### config.mk
export PLATFORM = sky130hd
export DESIGN_NAME = binary_to_roman_numeral
export DESIGN_NICKNAME = d
export VERILOG_FILES = /design/src/design/b2r_pkg.sv /design/src/design/binary_to_roman_numeral.sv /design/src/design/b2r_split.sv /design/src/design/b2r_ucode.sv /design/src/design/b2r_datapath.sv
export SDC_FILE = /design/constraint.sdc
export NUM_CORES = 1
export LEC_CHECK = 0
export BUFFER_PORTS_ARGS = -buffer_cell sky130_fd_sc_hd__buf_2
export CAP_MARGIN = 20
export CORE_MARGIN = 2
export CORE_UTILIZATION = 35
export CTS_BUF_LIST = sky130_fd_sc_hd__clkbuf_16
export DETAILED_ROUTE_END_ITERATION = 16
export GPL_TIMING_DRIVEN = 0
export PLACE_DENSITY = 0.58
export SYNTH_ARGS = -nofsm -noshare
export SYNTH_HDL_FRONTEND = slang
export SYNTH_SLANG_ARGS = --single-unit
### constraint.sdc
create_clock -name clk -period 10 [get_ports clk]
set_input_delay 2 -clock clk [delete_from_list [all_inputs] [get_ports clk]]
set_output_delay 2 -clock clk [all_outputs]
set_load 0.02 [all_outputs]
### src/design/b2r_pkg.sv
// shared types, microcode opcodes and numeral pattern tables for the roman numeral emitter
// no dependencies
package b2r_pkg;

  // microcode operations
  typedef enum logic [2:0] {
    OP_LOADM,
    OP_EMITM,
    OP_LOADD,
    OP_EMITD,
    OP_FINISH
  } op_t;

  // digit places
  localparam logic [1:0] PL_HUND = 2'd0;
  localparam logic [1:0] PL_TENS = 2'd1;
  localparam logic [1:0] PL_ONES = 2'd2;

  // symbol roles inside one digit pattern
  typedef enum logic [1:0] {
    SYM_UNIT,
    SYM_FIVE,
    SYM_TEN
  } sym_t;

  localparam logic [7:0] CHAR_M = 8'h4d;

  typedef struct packed {
    op_t        op;
    logic [1:0] place;
    logic [3:0] target;
  } ucw_t;

  typedef struct packed {
    op_t        op;
    logic [1:0] place;
    logic       active;
  } ctrl_t;

  typedef struct packed {
    logic loop_done;
  } stat_t;

  function automatic logic [2:0] pat_len(input logic [3:0] d);
    logic [2:0] n;
    unique case (d)
      4'd1, 4'd5:                n = 3'd1;
      4'd2, 4'd4, 4'd6, 4'd9:    n = 3'd2;
      4'd3, 4'd7:                n = 3'd3;
      4'd8:                      n = 3'd4;
      default:                   n = 3'd0;
    endcase
    return n;
  endfunction

  function automatic sym_t pat_sym(input logic [3:0] d, input logic [1:0] i);
    sym_t s;
    unique case (d)
      4'd4:                s = (i == 2'd0) ? SYM_UNIT : SYM_FIVE;
      4'd5:                s = SYM_FIVE;
      4'd6, 4'd7, 4'd8:    s = (i == 2'd0) ? SYM_FIVE : SYM_UNIT;
      4'd9:                s = (i == 2'd0) ? SYM_UNIT : SYM_TEN;
      default:             s = SYM_UNIT;
    endcase
    return s;
  endfunction

  function automatic logic [7:0] letter(input logic [1:0] place, input sym_t s);
    logic [7:0] c;
    unique case (place)
      PL_HUND: c = (s == SYM_UNIT) ? 8'h43 : (s == SYM_FIVE) ? 8'h44 : 8'h4d; // C D M
      PL_TENS: c = (s == SYM_UNIT) ? 8'h58 : (s == SYM_FIVE) ? 8'h4c : 8'h43; // X L C
      PL_ONES: c = (s == SYM_UNIT) ? 8'h49 : (s == SYM_FIVE) ? 8'h56 : 8'h58; // I V X
      default: c = 8'h00;
    endcase
    return c;
  endfunction

endpackage

### src/design/binary_to_roman_numeral.sv
// top level of the roman numeral emitter: splitter, microcode sequencer and datapath
// uses b2r_pkg, b2r_split, b2r_ucode, b2r_datapath
//
// channel   handshake          payload
// input     start / busy       value[11:0]
// result    strobe             symbol[7:0], last, bad_value, empty_res
//
// a value is taken when start is high and busy is low; busy then stays high
// while the program runs: a load step and an emit step per digit place, the emit
// step repeating for each symbol of that place, then a finish step.
// each result word shows for exactly one cycle with strobe high; the receiver cannot stall.
// rst is synchronous and clears the step counter, busy and strobe.
module binary_to_roman_numeral
  import b2r_pkg::*;
(
  input  logic        clk,
  input  logic        rst,
  input  logic        start,
  output logic        busy,
  input  logic [11:0] value,
  output logic        strobe,
  output logic [7:0]  symbol,
  output logic        last,
  output logic        bad_value,
  output logic        empty_res
);

  logic       load;
  logic [2:0] th;
  logic [3:0] hu, te, on;
  ctrl_t      ctrl;
  stat_t      stat;

  assign load = start && !busy;

  b2r_split u_split (
    .value (value),
    .th    (th),
    .hu    (hu),
    .te    (te),
    .on    (on)
  );

  b2r_ucode u_ucode (
    .clk  (clk),
    .rst  (rst),
    .load (load),
    .stat (stat),
    .ctrl (ctrl),
    .busy (busy)
  );

  b2r_datapath u_dp (
    .clk       (clk),
    .rst       (rst),
    .load      (load),
    .th_in     (th),
    .hu_in     (hu),
    .te_in     (te),
    .on_in     (on),
    .ctrl      (ctrl),
    .stat      (stat),
    .strobe    (strobe),
    .symbol    (symbol),
    .last      (last),
    .bad_value (bad_value),
    .empty_res (empty_res)
  );

endmodule

### src/design/b2r_split.sv
// decimal digit splitter: thousands, hundreds, tens and ones of a 12-bit value
// uses b2r_pkg
module b2r_split
  import b2r_pkg::*;
(
  input  logic [11:0] value,
  output logic [2:0]  th,
  output logic [3:0]  hu,
  output logic [3:0]  te,
  output logic [3:0]  on
);

  logic [11:0] base1;
  logic [9:0]  rem1;
  logic [9:0]  base2;
  logic [6:0]  rem2;
  logic [6:0]  base3;

  // each digit is a set of independent threshold compares
  always_comb begin
    th    = 3'd0;
    base1 = 12'd0;
    for (int k = 1; k <= 4; k++) begin
      if (value >= 12'(k * 1000)) begin
        th    = 3'(k);
        base1 = 12'(k * 1000);
      end
    end
    rem1 = 10'(value - base1);

    hu    = 4'd0;
    base2 = 10'd0;
    for (int k = 1; k <= 9; k++) begin
      if (rem1 >= 10'(k * 100)) begin
        hu    = 4'(k);
        base2 = 10'(k * 100);
      end
    end
    rem2 = 7'(rem1 - base2);

    te    = 4'd0;
    base3 = 7'd0;
    for (int k = 1; k <= 9; k++) begin
      if (rem2 >= 7'(k * 10)) begin
        te    = 4'(k);
        base3 = 7'(k * 10);
      end
    end
    on = 4'(rem2 - base3);
  end

endmodule

### src/design/b2r_ucode.sv
// microcode sequencer: program rom, step counter, busy flag and conditional jumps
// uses b2r_pkg
module b2r_ucode
  import b2r_pkg::*;
(
  input  logic  clk,
  input  logic  rst,
  input  logic  load,
  input  stat_t stat,
  output ctrl_t ctrl,
  output logic  busy
);

  localparam int ProgLen = 9;

  localparam ucw_t PROG [ProgLen] = '{
    '{op: OP_LOADM,  place: PL_HUND, target: 4'd1},
    '{op: OP_EMITM,  place: PL_HUND, target: 4'd2},
    '{op: OP_LOADD,  place: PL_HUND, target: 4'd3},
    '{op: OP_EMITD,  place: PL_HUND, target: 4'd4},
    '{op: OP_LOADD,  place: PL_TENS, target: 4'd5},
    '{op: OP_EMITD,  place: PL_TENS, target: 4'd6},
    '{op: OP_LOADD,  place: PL_ONES, target: 4'd7},
    '{op: OP_EMITD,  place: PL_ONES, target: 4'd8},
    '{op: OP_FINISH, place: PL_HUND, target: 4'd0}
  };

  logic [3:0] pc, pc_next;
  logic       busy_next;
  ucw_t       word;

  assign word        = PROG[pc];
  assign ctrl.op     = word.op;
  assign ctrl.place  = word.place;
  assign ctrl.active = busy;

  always_comb begin
    pc_next   = pc;
    busy_next = busy;
    if (busy) begin
      priority case (word.op)
        OP_FINISH: busy_next = 1'b0;
        // emit steps loop on themselves until the datapath reports the run is out
        OP_EMITM, OP_EMITD: if (stat.loop_done) pc_next = word.target;
        default: pc_next = word.target;
      endcase
    end else if (load) begin
      pc_next   = 4'd0;
      busy_next = 1'b1;
    end
  end

  always_ff @(posedge clk) begin
    if (rst) begin
      pc   <= 4'd0;
      busy <= 1'b0;
    end else begin
      pc   <= pc_next;
      busy <= busy_next;
    end
  end

endmodule

### src/design/b2r_datapath.sv
// datapath: digit registers, symbol counters and the registered result word
// uses b2r_pkg
module b2r_datapath
  import b2r_pkg::*;
(
  input  logic       clk,
  input  logic       rst,
  input  logic       load,
  input  logic [2:0] th_in,
  input  logic [3:0] hu_in,
  input  logic [3:0] te_in,
  input  logic [3:0] on_in,
  input  ctrl_t      ctrl,
  output stat_t      stat,
  output logic       strobe,
  output logic [7:0] symbol,
  output logic       last,
  output logic       bad_value,
  output logic       empty_res
);

  logic [1:0] mcnt;
  logic [1:0] th_m;
  logic [3:0] hu, te, on;
  logic       bad;
  logic [3:0] remain;
  logic       nonempty;
  logic [3:0] dig;
  logic [1:0] place;
  logic [2:0] idx;
  logic [3:0] total;
  logic [3:0] dig_sel;
  logic       idx_end;
  logic       mcnt_zero;

  assign total = 4'(th_m) + 4'(pat_len(hu)) + 4'(pat_len(te)) + 4'(pat_len(on));
  assign idx_end   = (idx == pat_len(dig));
  assign mcnt_zero = (mcnt == 2'd0);
  assign stat.loop_done = (ctrl.op == OP_EMITM) ? mcnt_zero : idx_end;

  always_comb begin
    unique case (ctrl.place)
      PL_HUND: dig_sel = hu;
      PL_TENS: dig_sel = te;
      default: dig_sel = on;
    endcase
  end

  always_ff @(posedge clk) begin
    if (load) begin
      bad  <= (th_in == 3'd0) || (th_in > 3'd3);
      th_m <= ((th_in == 3'd0) || (th_in > 3'd3)) ? 2'd0 : th_in[1:0];
      hu   <= hu_in;
      te   <= te_in;
      on   <= on_in;
    end
    if (ctrl.active) begin
      unique case (ctrl.op)
        OP_LOADM: begin
          mcnt     <= th_m;
          remain   <= total;
          nonempty <= (total != 4'd0);
        end
        OP_EMITM: if (!mcnt_zero) begin
          mcnt   <= mcnt - 2'd1;
          remain <= remain - 4'd1;
        end
        OP_LOADD: begin
          dig   <= dig_sel;
          place <= ctrl.place;
          idx   <= 3'd0;
        end
        OP_EMITD: if (!idx_end) begin
          idx    <= idx + 3'd1;
          remain <= remain - 4'd1;
        end
        default: ;
      endcase
    end
  end

  // result word register
  always_ff @(posedge clk) begin
    if (rst) begin
      strobe <= 1'b0;
    end else begin
      strobe <= 1'b0;
      if (ctrl.active) begin
        unique case (ctrl.op)
          OP_EMITM:  strobe <= !mcnt_zero;
          OP_EMITD:  strobe <= !idx_end;
          OP_FINISH: strobe <= !nonempty;
          default:   strobe <= 1'b0;
        endcase
      end
    end
  end

  always_ff @(posedge clk) begin
    if (ctrl.active) begin
      unique case (ctrl.op)
        OP_EMITM: begin
          symbol    <= CHAR_M;
          last      <= (remain == 4'd1);
          bad_value <= bad;
          empty_res <= 1'b0;
        end
        OP_EMITD: begin
          symbol    <= letter(place, pat_sym(dig, idx[1:0]));
          last      <= (remain == 4'd1);
          bad_value <= bad;
          empty_res <= 1'b0;
        end
        OP_FINISH: begin
          symbol    <= 8'h00;
          last      <= 1'b1;
          bad_value <= bad;
          empty_res <= 1'b1;
        end
        default: ;
      endcase
    end
  end

endmodule

Word-level counts from Yosys, hierarchy flattened
Memories as Yosys holds them, arrays and structs flattened. A register that Yosys moved wholly into a read port is not among the register bits.
Cells that the tools add are included.

operators by class
  equal/unequal tests = 20
  muxes and demuxes = 79
  $add $sub $neg = 9
  magnitude comparators = 24
  reduce and logical (&&, ||, !) cells = 35
  bitwise gates (word level) = 2

operators with widths
  operator                                                                               number
  4-bit 2-to-1 mux                                                                       19
  7-bit 2-to-1 mux                                                                       9
  8-bit one-hot mux with 3 select lines                                                  2
  10-bit greater-or-equal comparator, second input constant                              4
  10-bit 2-to-1 mux                                                                      4
  10-bit by 9-bit greater-or-equal comparator with 1-bit output, second input constant   3
  3-bit 2-to-1 mux                                                                       10
  12-bit greater-or-equal comparator, second input constant                              2
  8-bit 2-to-1 mux                                                                       3
  7-bit by 6-bit greater-or-equal comparator with 1-bit output, second input constant    3
  7-bit greater-or-equal comparator, second input constant                               3
  2-bit 2-to-1 mux                                                                       10
  9-bit 2-to-1 mux                                                                       2
  4-bit by 3-bit == test with 1-bit output, second input constant                        4
  4-bit one-hot mux with 2 select lines                                                  2
  7-bit by 5-bit greater-or-equal comparator with 1-bit output, second input constant    2
  12-bit by 10-bit greater-or-equal comparator with 1-bit output, second input constant  1
  12-bit by 11-bit greater-or-equal comparator with 1-bit output, second input constant  1
  4-bit one-hot mux with 3 select lines                                                  1
  1-bit 2-to-1 mux                                                                       11
  10-bit by 7-bit greater-or-equal comparator with 1-bit output, second input constant   1
  10-bit by 8-bit greater-or-equal comparator with 1-bit output, second input constant   1
  2-bit logical NOT                                                                      5
  2-bit AND reduction                                                                    5
  39 further kinds                                                                       61

storage, ports and cells
  logic and storage cells = 194
  ROM bits = 336
  bits in registers = 48
  memories = 5

memories
  name              words  width  rd ports  clocked after Yosys merged registers in  wr ports  line             RTL
  (name not given)  16     9      1         0                                        0         b2r_ucode.sv:32  assign word = PROG[pc];
  (name not given)  16     3      1         1                                        0         b2r_pkg.sv:46    unique case (d)
  (name not given)  16     3      1         1                                        0         b2r_pkg.sv:46
  (name not given)  16     3      1         0                                        0         b2r_pkg.sv:46
  (name not given)  16     3      1         0                                        0         b2r_pkg.sv:46

Depth between registers and ports, before layout
  depth in word-level cells = 29
  gate-level depth with buffers = 33
  depth with buffers taken out = 32

Hierarchy
From an unflattened synthesis, not the netlist that was laid out.

second synthesis, totals
  cells, all modules = 454
  area, all modules = 4244.1 sq um

modules (own cells, without submodules)
  module                   cells each  sequential area each (sq um)  area an instance (sq um)  instances
  b2r_datapath             240         1461.4                        2736.4                    1
  b2r_split                177         0.0                           1191.1                    1
  b2r_ucode                36          100.1                         302.8                     1
  binary_to_roman_numeral  1           0.0                           13.8                      1

Worst setup path after synthesis
Ideal clock, no wire load.

  kind = in2reg
  start = in value[11]
  end = reg (tool-made name)
  buffers on the path = 1
  required time = 9.873 ns
  cell stages on the path = 29
  arrival time = 7.805 ns
  slack = 2.068 ns
  library setup time = 0.127 ns
  cell sequence = clkbuf_1 -> nor3_1 -> a211oi_1 -> a21o_1 -> nor2b_1 -> ha_1 -> fa_1 -> o21ai_1 -> a31oi_1 -> xor2_1 -> nand3_1 -> o22ai_1 -> a21oi_1 -> ha_1 -> fa_1 -> inv_1 -> a21o_1 -> a21oi_1 -> xnor2_1 -> nand3_1 -> nand2_1 -> nand2_1 -> o21ai_0 -> a222oi_1 -> ha_1 -> fa_1 -> nor3_1 -> nor4_1 -> or3b_1

RTL lines
  what         line                           RTL
  from (decl)  binary_to_roman_numeral.sv:20  input logic [11:0] value,

==> results.sh <==
export IMPL_place_hpwl_um=5890
export IMPL_syn_inst=425
export IMPL_synth_yosys_seq_area_share_pct=37.92
export IMPL_reg2regPathDepth=11
export IMPL_met1Wirelength_um=3657
export IMPL_cts_made_buffers=5
export IMPL_synth_warnings=0
export IMPL_setup_viol=0
export IMPL_worst_pin_slew_ns=0.7496
export IMPL_cts_resized_gates=0
export IMPL_syn_avg_cell_area_um2=8.944
export IMPL_dieArea_mm2=0.01171
export IMPL_diodes=0
export IMPL_post_cts_buffers=0
export IMPL_timing_max_cap_violations=0
export IMPL_core_mm2=0.01070
export IMPL_synth_ff_type="edfxtp_1"
export IMPL_ant_nets=0
export IMPL_portBuffers=24
export IMPL_fmax_mhz=115.8
export IMPL_power_leakage_nw=1.771
export IMPL_dp_cells=591
export IMPL_gp_congestion=0.8714
export IMPL_finalCritPeriodShare_pct=86.35
export IMPL_async_reset_ff_share_pct=0
export IMPL_worstPathArrival_ns=8.79
export IMPL_fin_crit_ns=8.635
export IMPL_drv_slew=0
export IMPL_synth_edff_count=40
export IMPL_worstReg2RegEnd="u_dp.remain[3]"
export IMPL_whs_path_depth=0
export IMPL_synth_seq_cells=52
export IMPL_synth_area_mm2=0.003801
export IMPL_initial_core_util_pct=35.53
export IMPL_ios=28
export IMPL_met3_length_um=288
export IMPL_synth_area_leader_cell="edfxtp_1"
export IMPL_fp_dieW_um=108.2
export IMPL_p_total_w=0.001203
export IMPL_setup_tns_ns=0
export IMPL_required_ns=10.16
export IMPL_ys_types=60
export IMPL_skew_ns=0.007668
export IMPL_dp_slack_ns=1.110
export IMPL_synth_top_cell_area_share_pct=31.60
export IMPL_rrSetupSlack_ns=6.85
export IMPL_final_nets=503
export IMPL_drcViolationCount=0
export IMPL_hp_start="u_dp.bad"
export IMPL_status="complete, no violations"
export IMPL_hold_viol=0
export IMPL_area_delta_synth_final_pct=12.54
export IMPL_slowest_delay_ns=0.63
export IMPL_rr_startpoint="u_dp.te[0]"
export IMPL_setup_ws_ns=1.365
export IMPL_endpoint_kind="flip-flop"
export IMPL_drive_above_1_share_pct=9.804
export IMPL_grt_start_max_net_pins=18
export IMPL_synth_area_leaders="edfxtp_1 32%, ha_1 7.2%, dfxtp_1 6.3%"
export IMPL_first_pass_iters=4
export IMPL_post_route_util_pct=39.99
export IMPL_top_layer="met4"
export IMPL_final_cells=599
export IMPL_cp_start_kind="input pin"
export IMPL_wire_per_inst_um=12.46
export IMPL_cts_tree="yes"
export IMPL_grtUsageTotal_pct=13.51
export IMPL_cts_path_max_buffers=2
export IMPL_drt_first_iter_violations=110
export IMPL_via_per_inst=5.160
export IMPL_grt_pass1_vias=2858
export IMPL_rsz0062_at_grt="false"
export IMPL_drt_total_wl_um=7461
export IMPL_cts_num_sinks=52
export IMPL_met2_length_um=3437
export IMPL_grt_ovfl_total=0
export IMPL_vdd_drop_max_v=0.0002434
export IMPL_cts_root_buf="clkbuf_16"
export IMPL_min_to="u_dp.bad_value"
export IMPL_vias=3091
export IMPL_hp_class="flip-flop to flip-flop"
export IMPL_cts_hold_buf=0
export IMPL_slew_headroom_pct=49.86
export IMPL_grt_pass1_wl_um=12960
export IMPL_clk_pin_slew_ns=0.06
export IMPL_antenna_found_initial=0
export IMPL_clk_latency_ns=0.28
export IMPL_std_cell_rows=38
export IMPL_die_h_um=108.2
export IMPL_htree_levels=2
export IMPL_slowest_stage="xor2_1"
export IMPL_path_class="input pin to flip-flop"
export IMPL_cp_max_fo=10
export IMPL_p_per_area_mw_per_mm2=281.3
## layout make-up
class	instances	area, µm²
Fill cell	1074	6420
Multi-Input combinational cell	322	2158
Sequential cell	52	1441
Tap cell	140	175.2
Inverter	37	138.9
Timing Repair Buffer	25	135.1
Clock buffer	5	125.1
Buffer	15	66.31
Clock inverter	3	37.54
## through the flow
stage,instance area (µm²),hold slack [ns]
final,4278,0.4202
after global routing,4278,0.4460
after CTS,4278,0.4232
after detailed placement,4115,0.4071
after global placement,4100,0.4262
after floorplan,3805,0.4003
## routing by layer
metal / vias to the layer above / global-route usage (%)
met5: - / 0
met4: 0 / 3.846
met3: 6 / 2.351
met2: 58 / 22.78
met1: 1433 / 17.83
li1: 1594 / -
## worst max-delay path: cells and delay by family
kind	cells	cell delay [ns]
AND/OR/NAND/NOR	9	1.81
XOR/XNOR	2	0.97
adder cells (fa/ha/maj)	6	1.88
AO/OA/AOI/OAI	11	1.91
buffers and inverters	2	0.22
## cells in the mapped netlist, drive strengths merged, types with 5 or more instances
cell,count
ha,22
nor3,12
nand2,45
a21oi,27
edfxtp,40
inv,37
xnor2,5
mux2i,11
nor2b,7
fa,8
xor2,12
a211oi,5
nand3,12
o21ai,29
o21a,5
dfxtp,12
nor2,46
clkbuf,11
a31oi,8
## report_power, final
group / internal, W / total [W] / switching [W]
sequential: 0.000307 / 0.000335 / 0.0000284
combinational: 0.000270 / 0.000683 / 0.000413
clock: 0.000116 / 0.000185 / 0.0000691
total: 0.000693 / 0.00120 / 0.000511
## worst max-delay path by stage
stage	from	slack (ns)	end	cells past startpoint
6_report	value[4]	1.37	flip-flop	30
5_1_grt	value[4]	0.77	flip-flop	30
4_1_cts	value[4]	1.40	flip-flop	30
3_5_place_dp	value[4]	1.11	flip-flop	30
3_3_place_gp	value[4]	1.24	flip-flop	30
2_1_floorplan	value[11]	2.07	flip-flop	29
## layout by cell type (no fill, tap or decap), drive strengths merged, types with 16 or more instances in the layout
| cell type | Yosys | layout |
|---|---|---|
| clkbuf | 11 | 16 |
| a21oi | 27 | 27 |
| ha | 22 | 22 |
| edfxtp | 40 | 40 |
| nor2 | 46 | 46 |
| nand2 | 45 | 45 |
| inv | 37 | 39 |
| buf | 4 | 29 |
| o21ai | 29 | 29 |
## cell families (layout without fill, tap and decap cells)
kind of cell | Yosys count | count (layout) | synth area share, %
mux | 14 | 14 | 3.785
other cells | 1 | 2 | 0.09865
fa+ha+maj | 30 | 30 | 11.45
simple gates | 150 | 150 | 18.43
xor+xnor | 17 | 17 | 3.917
flops | 52 | 52 | 37.92
buf+inv | 52 | 85 | 5.398
compound gates | 109 | 109 | 18.99
No activity file was read; power rests on OpenSTA's default activity.
